<file path="src/hdl/icfb_ram.sv">
`timescale 1ns / 1ps
// ----------------------------------------------------------------------------
// icfb_ram: generic synchronous RAM
// One write port and one read port, read data registered.
// ----------------------------------------------------------------------------
module icfb_ram #(
	parameter int WIDTH = 16,
	parameter int DEPTH = 16
) (
	input  logic                     clk,
	input  logic                     we,
	input  logic [$clog2(DEPTH)-1:0] waddr,
	input  logic [WIDTH-1:0]         wdata,
	input  logic                     re,
	input  logic [$clog2(DEPTH)-1:0] raddr,
	output logic [WIDTH-1:0]         rdata
);

	logic [WIDTH-1:0] mem [DEPTH];
	logic [WIDTH-1:0] rdata_q;

	// Write port
	always_ff @(posedge clk) begin
		if (we) begin
			mem[waddr] <= wdata;
		end
	end

	// Registered read port; the data holds until the next read.
	always_ff @(posedge clk) begin
		if (re) begin
			rdata_q <= mem[raddr];
		end
	end

	assign rdata = rdata_q;

endmodule

</file>
<file path="config.mk">
export PLATFORM = sky130hd
export DESIGN_NAME = icfb_ram
export DESIGN_NICKNAME = d
export VERILOG_FILES = /design/src/hdl/icfb_ram.sv
export SDC_FILE = /design/constraint.sdc
export NUM_CORES = 1
export LEC_CHECK = 0
export BUFFER_PORTS_ARGS = -buffer_cell sky130_fd_sc_hd__buf_4
export CAP_MARGIN = 5
export CELL_PAD_IN_SITES_DETAIL_PLACEMENT = 0
export CELL_PAD_IN_SITES_GLOBAL_PLACEMENT = 1
export CORE_MARGIN = 8
export CORE_UTILIZATION = 58
export DETAILED_ROUTE_END_ITERATION = 8
export PLACE_DENSITY = 0.91
export RECOVER_POWER = 100
export SKIP_LAST_GASP = 1
export SYNTH_ARGS = -nofsm -noshare
export SYNTH_HDL_FRONTEND = slang
export SYNTH_SLANG_ARGS = --single-unit
</file>
<file path="constraint.sdc">
create_clock -name clk -period 5.18 [get_ports clk]
set_input_delay 0.259 -clock clk [delete_from_list [all_inputs] [get_ports clk]]
set_output_delay 0.259 -clock clk [all_outputs]
set_load 0.005 [all_outputs]
</file>
; Yosys cells after proc, flatten, opt, wreduce, memory -nomap -nowiden
; Memories as Yosys holds them, arrays and structs flattened. A register that Yosys moved wholly into a read port is not among the register bits.
; Cells that the tools add are included.
[totals]
memories = 1
output_inout_bits = 16
input_bits = 27
word_cells = 3
mem_bits_rw = 256
reg_bits = 0
[mem_list]
columns = memory, words, width, rd, rd_ports_with_merged_regs, write_ports, line_no
row1 = mem, 16, 16, 1, 1, 1, 19  ; logic [WIDTH-1:0] mem [DEPTH];
[op_classes]
mux = 2
[op_table]
columns = cell, count
row1 = $mux 1, 2

; Longest topological paths before layout
; Gate-level depths: netlist (run 1).
[depth]
ltp_word = 2
ltp_mapped = 5
depth_no_buf = 3

; Worst setup path before layout (run 1)
; Ideal clock, no wire load.
[synth_timing]
path_type = input-to-reg
from = in waddr[2]
to = mem mem[0][0], enable pin
arrival_ns = 1.905
slack_ns = 2.866
required_time_ns = 4.771
setup_time_ns = 0.409
cell_stages = 2
path_cell_list = or3b_2 -> nor3_1
[synth_lines]
columns = element, line_no
row1 = start: declaration, 12  ; input logic [$clog2(DEPTH)-1:0] waddr,
row2 = end: declaration, 19
; Straight into the memory's write port.

==> impl_metrics.json, run 1 <==
{
  "whs_ps": 220.9,
  "worst_setup_path_endpoint": "rdata[11]$_DFFE_PP_",
  "fin_ws_ps": 2027,
  "worstRegToRegCells": 3,
  "synth-edff-count": 272,
  "synth.avg_cell_area_um2": 23.62,
  "synthTopCellsByCount": "edfxtp_1 (272), mux4_2 (54), a22oi_1 (32), nand2_1 (17), nor2_1 (13)",
  "max_freq_mhz": 317.2,
  "worst_setup_path_start_kind": "input port",
  "crit_slowest_cell": "clkbuf_1",
  "floorplan.initialDensity_pct": 59.20,
  "drtAntennaViolNets": 0,
  "antenna_found_initial": 0,
  "synth_top_area_cells": "edfxtp_1 (80%), mux4_2 (12%), mux4_1 (2.6%)",
  "vias": 4809,
  "mux_cell_area_share_after_synthesis_pct": 14.49,
  "detailedPlace.worstSlack_ps": 2501,
  "power_switching_share_pct": 19.90,
  "post_synth_fa_ha_maj_area_fraction_pct": 0,
  "final_period_minus_worst_setup_slack_ps": 3153,
  "portBuffers": 42,
  "rr_startpoint": "mem[1][1]$_DFFE_PP_",
  "floorplan.io_pins": 43,
  "timing.critical_path.from": "raddr[0]",
  "synth-simple-area-share_pct": 1.888,
  "grt_use_total_pct": 19.58,
  "worstPathBufferInverterCount": 2,
  "run_status": "complete, but fails checks",
  "post_cts_buffers": 0,
  "tritoncts": "done",
  "post_route_cell_area_mm2": 0.01155,
  "clock-root-buffer": "clkbuf_16",
  "vdd_ir_drop_max_v": 0.0002882,
  "floorplan.die_area_mm2": 0.02209,
  "cp-end-kind": "flop",
  "numPlacedInstances": 698,
  "count_of_unique_library_cells_instantiated_by_yosys": 18,
  "worst-path-stages": 5,
  "combPwrFrac_pct": 4.5,
  "cts_resized": 0,
  "violations": "max-capacitance violations, max-slew violations",
  "synthToLayoutAreaGrowth_pct": 13.19,
  "hold_path_class": "input port to flop",
  "cellPowerDensity_mw_per_mm2": 396.4,
  "gate_count_of_the_mapped_netlist": 432,
  "r2r_slack_ps": 3720,
  "worst_slew_margin_rel_pct": -36.46,
  "yosys.area.top_type": "edfxtp_1",
  "placed_area_mm2": 0.01086,
  "dr.pass1.iters": 5,
  "worstSkewPairLatency_ps": 520,
  "final_cycle_share_pct": 60.87,
  "holdBufCountCts": 0,
  "yosys_most_used_dff": "edfxtp_1",
  "insertedDiodeCount": 0,
  "globalRoute.totalOverflow": 0,
  "critical_path.cell_chain": "buf_4 -> clkbuf_1 -> mux4_1 -> a22oi_1 -> nand2_1",
  "yosys_register_bits": 272,
  "timing.rr.end": "rdata[1]$_DFFE_PP_",
  "cp_slowest_stage_delay_ps": 1540,
  "worst-setup-path-type": "input port to flop",
  "placement_rows": 48,
  "fin_worst_skew_ps": 12.90,
  "synth-compound-area-share_pct": 2.354,
  "grt_setup_unrepaired": "false",
  "clockBufferDepth": 3,
  "gp_congestion": 0.7236,
  "yosys_warnings": 0,
  "synth_nets": 459,
  "cts_buffers": 26,
  "first_pass_grt_wire_length_mm": 31.15,
  "maxCapViolCount": 1,
  "synth_sequential_area_ratio_pct": 80.05,
  "die_height_um": 148.6,
  "drt_first_iter_violations": 491,
  "clock-sinks": 272,
  "synth_xor_xnor_area_share_pct": 0,
  "post_route_cells_drive_above_1_share_pct": 22.99,
  "layoutNonFillerInstCount": 747,
  "setup-tns-final_ps": 0,
  "num-nets-final": 529,
  "pwr-share-seq_pct": 54.5,
  "drc_violations": 0,
  "arrival_ps": 3420,
  "internal_power_mw": 3.667,
  "grt_max_degree": 65,
  "placeableCoreArea_mm2": 0.01724,
  "chipWidth_um": 148.6,
  "pwr-share-clk_pct": 41.0,
  "viasPerCell": 6.438,
  "synth_largest_type_area_fraction_pct": 80.05,
  "clk_transition_reported_paths_ps": 70,
  "switching_power_uw": 911.4,
  "worstMarginPinSlew_ps": 2047,
  "most_repeated_cell_in_the_gate_level_netlist_after_synthesis": "edfxtp_1",
  "timing_hold_violations_final": 0,
  "worst_path_dominant_cell_family": "buffers and inverters",
  "cellLeakagePower_nw": 3.662,
  "post_synth_instance_area_mm2": 0.01020,
  "critPathRequiredTime_ps": 5450,
  "first_global_vias": 5012,
  "wl_mm": 21.26,
  "critical_path.max_fanout": 40,
  "largest_family_of_logic_cells_by_synthesized_area": "multiplexers",
  "report.final.setup_viol": 0,
  "cts_max_level": 1,
  "slew_viol_final": 26,
  "async_flop_share_pct": 0,
  "min_path_cells": 1,
  "place.detailed.hpwl_mm": 10.98,
  "detail_route.wl_per_cell_um": 28.46
}
[cell type report]
| cell class | count | area (um^2) |
|---|---|---|
| Clock buffer | 28 | 679.4 |
| Sequential cell | 272 | 8168 |
| Multi-Input combinational cell | 139 | 1912 |
| Fill cell | 1055 | 5687 |
| Timing Repair Buffer | 63 | 322.8 |
| Clock inverter | 20 | 186.4 |
| Tap cell | 225 | 281.5 |
[how the worst min path moves through the flow]
stage | start | to | slack, ps
after floorplan | wdata[0] | mem[0][0]$_DFFE_PP_ | 360
final | wdata[4] | mem[8][4]$_DFFE_PP_ | 220
after global placement | wdata[1] | mem[8][1]$_DFFE_PP_ | 540
after detailed placement | wdata[4] | mem[3][4]$_DFFE_PP_ | 560
after global routing | wdata[4] | mem[8][4]$_DFFE_PP_ | 250
after CTS | wdata[12] | mem[15][12]$_DFFE_PP_ | 10
[per-layer routing]
layer / vias up / GRT usage, % / part of all wire, %
li1: 1994 / - / -
met1: 2489 / 25.84 / 38
met2: 284 / 31.73 / 49
met3: 42 / 4.558 / 11
met4: 0 / 6.527 / 2.4
met5: - / 0 / 0
[cell usage in the layout (no fill, tap or decap), types with 6 or more instances in the layout]
cell type	netlist	layout
clkbuf_4	0	14
mux4_1	10	10
mux4_2	54	54
nand2_1	17	17
nor2_1	13	13
a22oi_1	32	32
clkinv_2	0	6
clkbuf_16	0	27
clkbuf_1	8	41
buf_4	3	9
edfxtp_1	272	272
[flip-flops by register name, summed over array words and instances (netlist names)]
| name | cells |
|---|---|
| mem | 256 |
| rdata | 16 |
[power groups by stage]
stage / Sequential [mW] / Combinational (mW) / Clock, mW
floorplan: 2.54 / 0.120 / 0
global placement: 2.54 / 0.211 / 0
detailed placement: 2.54 / 0.219 / 0
CTS: 2.50 / 0.221 / 1.90
global route: 2.50 / 0.223 / 1.98
finish: 2.50 / 0.207 / 1.88
[worst register-to-register path, stage by stage, from the launching register on]
cell and delay, ps:
edfxtp_1 390, mux4_1 510, a22oi_1 230, nand2_1 70
[cells by family after synthesis]
| group | after synthesis |
|---|---|
| DFF | 272 |
| and+or+nand+nor | 43 |
| muxes | 64 |
| AOI/OAI and AO/OA | 32 |
| buffers and inverters | 21 |
[through the flow]
stage | util [%] | total power, mW
6_report | 67.01 | 4.579
4_1_cts | 68.01 | 4.617
5_1_grt | 67.01 | 4.701
3_3_place_gp | 62.99 | 2.748
2_1_floorplan | - | 2.657
3_5_place_dp | 62.99 | 2.760
No activity file was read; power rests on OpenSTA's default activity.
==> run 2: changes to the inputs <==
ABC_AREA = 1   (was unset)
CORE_UTILIZATION = 49   (was 58)
PLACE_DENSITY = 0.87   (was 0.91)
clock period = 3.1 ns   (was 5.18 ns; I/O delays follow)
==> impl_metrics.json, run 2 <==
{
  "run_status": "complete, but fails checks",
  "violations": "max-capacitance violations, max-slew violations",
  "synth_top_area_cells": "edfxtp_1 (71%), nand2_1 (11%), nand3_1 (8.4%)",
  "clockBufferDepth": 3,
  "detailedPlace.worstSlack_ps": 1213,
  "synth_xor_xnor_area_share_pct": 0,
  "nFillCells": 2021,
  "yosys_most_used_dff": "edfxtp_1",
  "worst_path_dominant_cell_family": "buffers and inverters",
  "first_pass_grt_wire_length_mm": 41.81,
  "post_synth_instance_area_mm2": 0.01154,
  "yosys.area.top_type": "edfxtp_1",
  "chipWidth_um": 169.5,
  "worst_slew_margin_rel_pct": -17.82,
  "critical_path.cell_chain": "buf_4 -> clkinvlp_2 -> buf_12 -> nand2_1 -> nand2_1 -> nand2_1 -> nand3_1 -> nand3_1 -> nand2_1",
  "synthToLayoutAreaGrowth_pct": 12.23,
  "report.final.setup_viol": 0,
  "setup-tns-final_ps": 0,
  "whs_ps": 165.8,
  "top_register": "mem",
  "yosys_warnings": 0,
  "clock-root-buffer": "clkbuf_16",
  "count_of_unique_library_cells_instantiated_by_yosys": 12,
  "worst-setup-path-type": "input port to flop",
  "worstMarginPinSlew_ps": 1761,
  "cts_max_level": 1,
  "mux_cell_area_share_after_synthesis_pct": 0,
  "clock-sinks": 272,
  "commonest_non_fill_non_tap_cell_in_the_layout": "nand2_1",
  "largest_register_ffs": 256,
  "timing_hold_violations_final": 0,
  "vdd_ir_drop_max_v": 0.0005477,
  "drt_first_iter_violations": 655,
  "floorplan.io_pins": 43,
  "grt_use_total_pct": 18.98,
  "viasPerCell": 5.120,
  "dr.pass1.iters": 5,
  "cpMostUsedCell": "nand2_1",
  "synth-edff-count": 272,
  "cts_buffers": 27,
  "post_synth_fa_ha_maj_area_fraction_pct": 0,
  "synth-compound-area-share_pct": 0,
  "drtAntennaViolNets": 0,
  "post_cts_buffers": 0,
  "placed_area_mm2": 0.01220,
  "post_route_cell_area_mm2": 0.01295,
  "synth_largest_type_area_fraction_pct": 70.77,
  "detail_route.wl_per_cell_um": 18.20,
  "worstSkewPairLatency_ps": 530,
  "critical_path.max_fanout": 37,
  "placeableCoreArea_mm2": 0.02333,
  "cellLeakagePower_nw": 5.394,
  "worst_setup_path_start_kind": "input port",
  "arrival_ps": 2310,
  "tritoncts": "done",
  "synth_nets": 1101,
  "fin_worst_skew_ps": 4.996,
  "gate_count_of_the_mapped_netlist": 1074,
  "maxCapViolCount": 3,
  "gp_congestion": 0.7626,
  "floorplan.die_area_mm2": 0.02872,
  "die_height_um": 169.5,
  "hold_path_class": "input port to flop",
  "place.detailed.hpwl_mm": 15.39,
  "final_cycle_share_pct": 65.60,
  "floorplan.initialDensity_pct": 49.46,
  "fin_ws_ps": 1066,
  "vias": 7526,
  "cp-end-kind": "flop",
  "post_route_cells_drive_above_1_share_pct": 5.300,
  "yosys_register_bits": 272,
  "portBuffers": 42,
  "slew_viol_final": 51,
  "antenna_found_initial": 0,
  "grt_max_degree": 65,
  "cp_slowest_stage_delay_ps": 940,
  "final_cell_mix": "nand2_1 (341), edfxtp_1 (272), inv_1 (196)",
  "clk_transition_reported_paths_ps": 60,
  "critPathRequiredTime_ps": 3380,
  "globalRoute.totalOverflow": 0,
  "synth-simple-area-share_pct": 20.14,
  "synth_sequential_area_ratio_pct": 70.77,
  "crit_slowest_cell": "clkinvlp_2",
  "synthTopCellsByCount": "nand2_1 (341), edfxtp_1 (272), inv_1 (196), nand3_1 (193), buf_2 (19)",
  "largest_family_of_logic_cells_by_synthesized_area": "simple AND/OR/NAND/NOR gates",
  "grt_setup_unrepaired": "false",
  "insertedDiodeCount": 0,
  "final_period_minus_worst_setup_slack_ps": 2034,
  "drc_violations": 0,
  "async_flop_share_pct": 0,
  "worstPathBufferInverterCount": 3,
  "placement_rows": 56,
  "cellPowerDensity_mw_per_mm2": 590.7,
  "num-nets-final": 1158,
  "wl_mm": 26.75,
  "max_freq_mhz": 491.7,
  "most_repeated_cell_in_the_gate_level_netlist_after_synthesis": "nand2_1",
  "final_core_utilization_pct": 55.51,
  "synth.avg_cell_area_um2": 10.75,
  "first_global_vias": 7242
}
[run 2: cell types whose count changed in the layout (fill, tap and decap cells not counted), moves of 10 or more]
cell and change:
a22oi_1 -32, clkbuf_1 +12, clkbuf_4 -11, dlygate4sd3_1 +16
inv_1 +196, mux4_1 -10, mux4_2 -54, nand2_1 +324
nand3_1 +192
[run 2: kinds of logic (layout without fill, tap and decap cells)]
family                 Yosys count  after routing
DFF                            272            272
buffers and inverters          249            326
and+or+nand+nor                553            553
[run 2: worst paths after layout]
check,from,to,slack [ps],cells after the start
setup / recovery,raddr[0],rdata[11]$_DFFE_PP_,1070,9
hold / removal,raddr[3],rdata[1]$_DFFE_PP_,170,3
setup reg to reg,mem[3][10]$_DFFE_PP_,rdata[10]$_DFFE_PP_,1930,6
hold reg to reg,mem[12][9]$_DFFE_PP_,rdata[9]$_DFFE_PP_,720,6
[run 2: layout make-up]
cell class	instances	area, um^2	share of cell area (%)
Clock buffer	33	698.2	5.390
Clock inverter	16	101.3	0.7825
Inverter	198	744.5	5.748
Multi-Input combinational cell	553	2337	18.04
Sequential cell	272	8168	63.06
Tap cell	319	399.1	3.082
Timing Repair Buffer	79	504.2	3.893
[run 2: layer usage]
| layer | routed length, um | track usage [%] |
|---|---|---|
| met5 | 0 | 0 |
| met4 | 651 | 4.733 |
| met3 | 1506 | 2.466 |
| met2 | 12650 | 31.11 |
| met1 | 11940 | 26.54 |
[run 2: report_power, final]
part / switching [mW] / internal [mW]
clock: 1.33 / 1.68
sequential: 0.0271 / 4.15
combinational: 0.334 / 0.139
total: 1.69 / 5.96
[run 2: what timing repair did]
action | in CTS | in global routing
gates resized for setup | 0 | 0
hold endpoints to repair | 256 | 0
endpoints found under the setup margin | 0 | 0
hold buffers | 16 | 0
[run 2: per-stage QoR]
step	instances	total power, mW
2_1_floorplan	1074	4.519
3_3_place_gp	1405	4.725
3_5_place_dp	1405	4.736
4_1_cts	1470	7.719
5_1_grt	1470	7.892
6_report	1470	7.651
[run 2: worst register-to-register path: stages, from the launching register on]
cell	delay, ps
edfxtp_1	350
inv_1	60
nand2_1	40
nand3_1	190
nand3_1	100
nand3_1	120
nand2_1	60
==> run 3: changes to the inputs <==
ABC_AREA = 0   (was 1)
PLACE_DENSITY = 0.83   (was 0.87)
clock period = 1.68 ns   (was 3.1 ns; I/O delays follow)
==> impl_metrics.json, run 3 (same netlist as run 1, synthesis figures left out) <==
{
  "floorplan.io_pins": 43,
  "numPlacedInstances": 751,
  "cpMostUsedCell": "clkbuf_1",
  "cts_max_level": 1,
  "post_route_cells_drive_above_1_share_pct": 24.17,
  "worstSkewPairLatency_ps": 520,
  "first_pass_grt_wire_length_mm": 32.29,
  "synthToLayoutAreaGrowth_pct": 16.48,
  "viasPerCell": 6.023,
  "report.final.setup_viol": 0,
  "grt_max_degree": 23,
  "pwr-share-seq_pct": 55.5,
  "cp_slowest_stage_delay_ps": 1080,
  "drtAntennaViolNets": 0,
  "placed_area_mm2": 0.01127,
  "gp_congestion": 0.7454,
  "maxCapViolCount": 0,
  "worst-setup-path-type": "input port to flop",
  "commonest_non_fill_non_tap_cell_in_the_layout": "edfxtp_1",
  "cp-end-kind": "flop",
  "tritoncts": "done",
  "portBuffers": 42,
  "clock-sinks": 272,
  "largest_register_ffs": 256,
  "globalRoute.totalOverflow": 0,
  "top_register": "mem",
  "grt_use_total_pct": 16.91,
  "slew_viol_final": 0,
  "final_cell_mix": "edfxtp_1 (272), mux4_2 (54), clkbuf_1 (35)",
  "critPathRequiredTime_ps": 1800,
  "die_height_um": 160.3,
  "clockBufferDepth": 3,
  "floorplan.initialDensity_pct": 50.10,
  "placeableCoreArea_mm2": 0.02036,
  "worst_setup_path_start_kind": "input port",
  "internal_power_mw": 11.19,
  "wl_mm": 21.55,
  "switching_power_mw": 2.683,
  "worst_path_dominant_cell_family": "buffers and inverters",
  "vias": 4891,
  "grt_setup_unrepaired": "false",
  "worstPathBufferInverterCount": 2,
  "timing_hold_violations_final": 0,
  "post_route_cell_area_mm2": 0.01189,
  "worstMarginPinSlew_ps": 1482,
  "fin_worst_skew_ps": 11.52,
  "num-nets-final": 553,
  "critical_path.max_fanout": 16,
  "layoutNonFillerInstCount": 812,
  "pwr-share-clk_pct": 39.4,
  "critical_path.cell_chain": "clkbuf_1 -> nand3_1 -> nor2_2 -> clkbuf_1",
  "hold_path_class": "input port to flop",
  "run_status": "complete, no violations",
  "clk_transition_reported_paths_ps": 60,
  "drt_first_iter_violations": 526,
  "cts_buffers": 26,
  "drc_violations": 0,
  "placement_rows": 52,
  "clock-root-buffer": "clkbuf_16",
  "final_cycle_share_pct": 92.18,
  "crit_slowest_cell": "clkbuf_1",
  "final_period_minus_worst_setup_slack_ps": 1549,
  "arrival_ps": 1670,
  "worst_slew_margin_rel_pct": 1.181,
  "detail_route.wl_per_cell_um": 26.54,
  "first_global_vias": 5171,
  "dr.pass1.iters": 5,
  "cellLeakagePower_nw": 3.845,
  "cellPowerDensity_mw_per_mm2": 1167,
  "vdd_ir_drop_max_v": 0.0008013,
  "insertedDiodeCount": 0,
  "chipWidth_um": 160.3,
  "combPwrFrac_pct": 5.1,
  "antenna_found_initial": 0,
  "floorplan.die_area_mm2": 0.02570,
  "power_switching_share_pct": 19.34,
  "post_cts_buffers": 0,
  "place.detailed.hpwl_mm": 11.81,
  "max_freq_mhz": 645.7
}
## run 3: cell count changes in the layout (fill, tap and decap cells not counted), sizes merged, moves of 4 or more
cell | before | now
mux4 | 0 | 64
nor2 | 17 | 13
inv | 197 | 0
clkinv | 14 | 9
a22oi | 0 | 32
buf | 12 | 18
nor3 | 0 | 4
nand2 | 341 | 17
nand3 | 193 | 1
## run 3: routing by layer
metal  global-route usage (%)  part of all wire (%)
met5                        0                     0
met3                    3.528                   8.3
met4                    4.843                   2.3
met1                    22.55                    41
met2                    27.81                    49
## run 3: final timing paths
check	from	endpoint	slack [ps]	cells past startpoint
max	waddr[3]	mem[14][2]$_DFFE_PP_	130	4
min	raddr[0]	rdata[4]$_DFFE_PP_	240	4
max reg2reg	mem[0][0]$_DFFE_PP_	rdata[0]$_DFFE_PP_	160	3
min reg2reg	mem[15][11]$_DFFE_PP_	rdata[11]$_DFFE_PP_	740	3
## run 3: power by group through the flow
| stage | Combinational, mW | Clock, mW | Sequential (mW) |
|---|---|---|---|
| after global placement | 0.717 | 0 | 7.82 |
| after global routing | 0.772 | 5.80 | 7.70 |
| after CTS | 0.786 | 5.54 | 7.69 |
| final | 0.714 | 5.46 | 7.69 |
| after detailed placement | 0.748 | 0 | 7.83 |
| after floorplan | 0.372 | 0 | 7.82 |
## run 3: repair_timing
item                      CTS  global route
hold endpoints to repair  272             0
gates resized for setup     0             0
hold buffers               17             0
## run 3: stage by stage
stage	power (mW)	hold WS (ps)	setup TNS (ps)	utilization, %	setup WS (ps)
floorplan	8.192	182.9	-907.2	-	-18.90
global placement	8.538	363.8	0	55.33	50.94
detailed placement	8.579	381.5	-17.00	55.33	-17.00
CTS	14.02	89.38	0	60.10	181.2
global route	14.27	247.9	0	58.36	81.18
finish	13.87	241.3	0	58.36	131.4
## run 3: final cells by class
type | count | area [um^2]
Fill cell | 1445 | 8479
Sequential cell | 272 | 8168
Multi-Input combinational cell | 139 | 1922
Clock buffer | 33 | 698.2
Timing Repair Buffer | 87 | 656.9
Tap cell | 270 | 337.8
Clock inverter | 11 | 102.6
## run 3: worst min-delay path, stage by stage
cell	delay (ps)
buf_4	190
mux4_2	250
a22oi_1	60
nand2_1	60
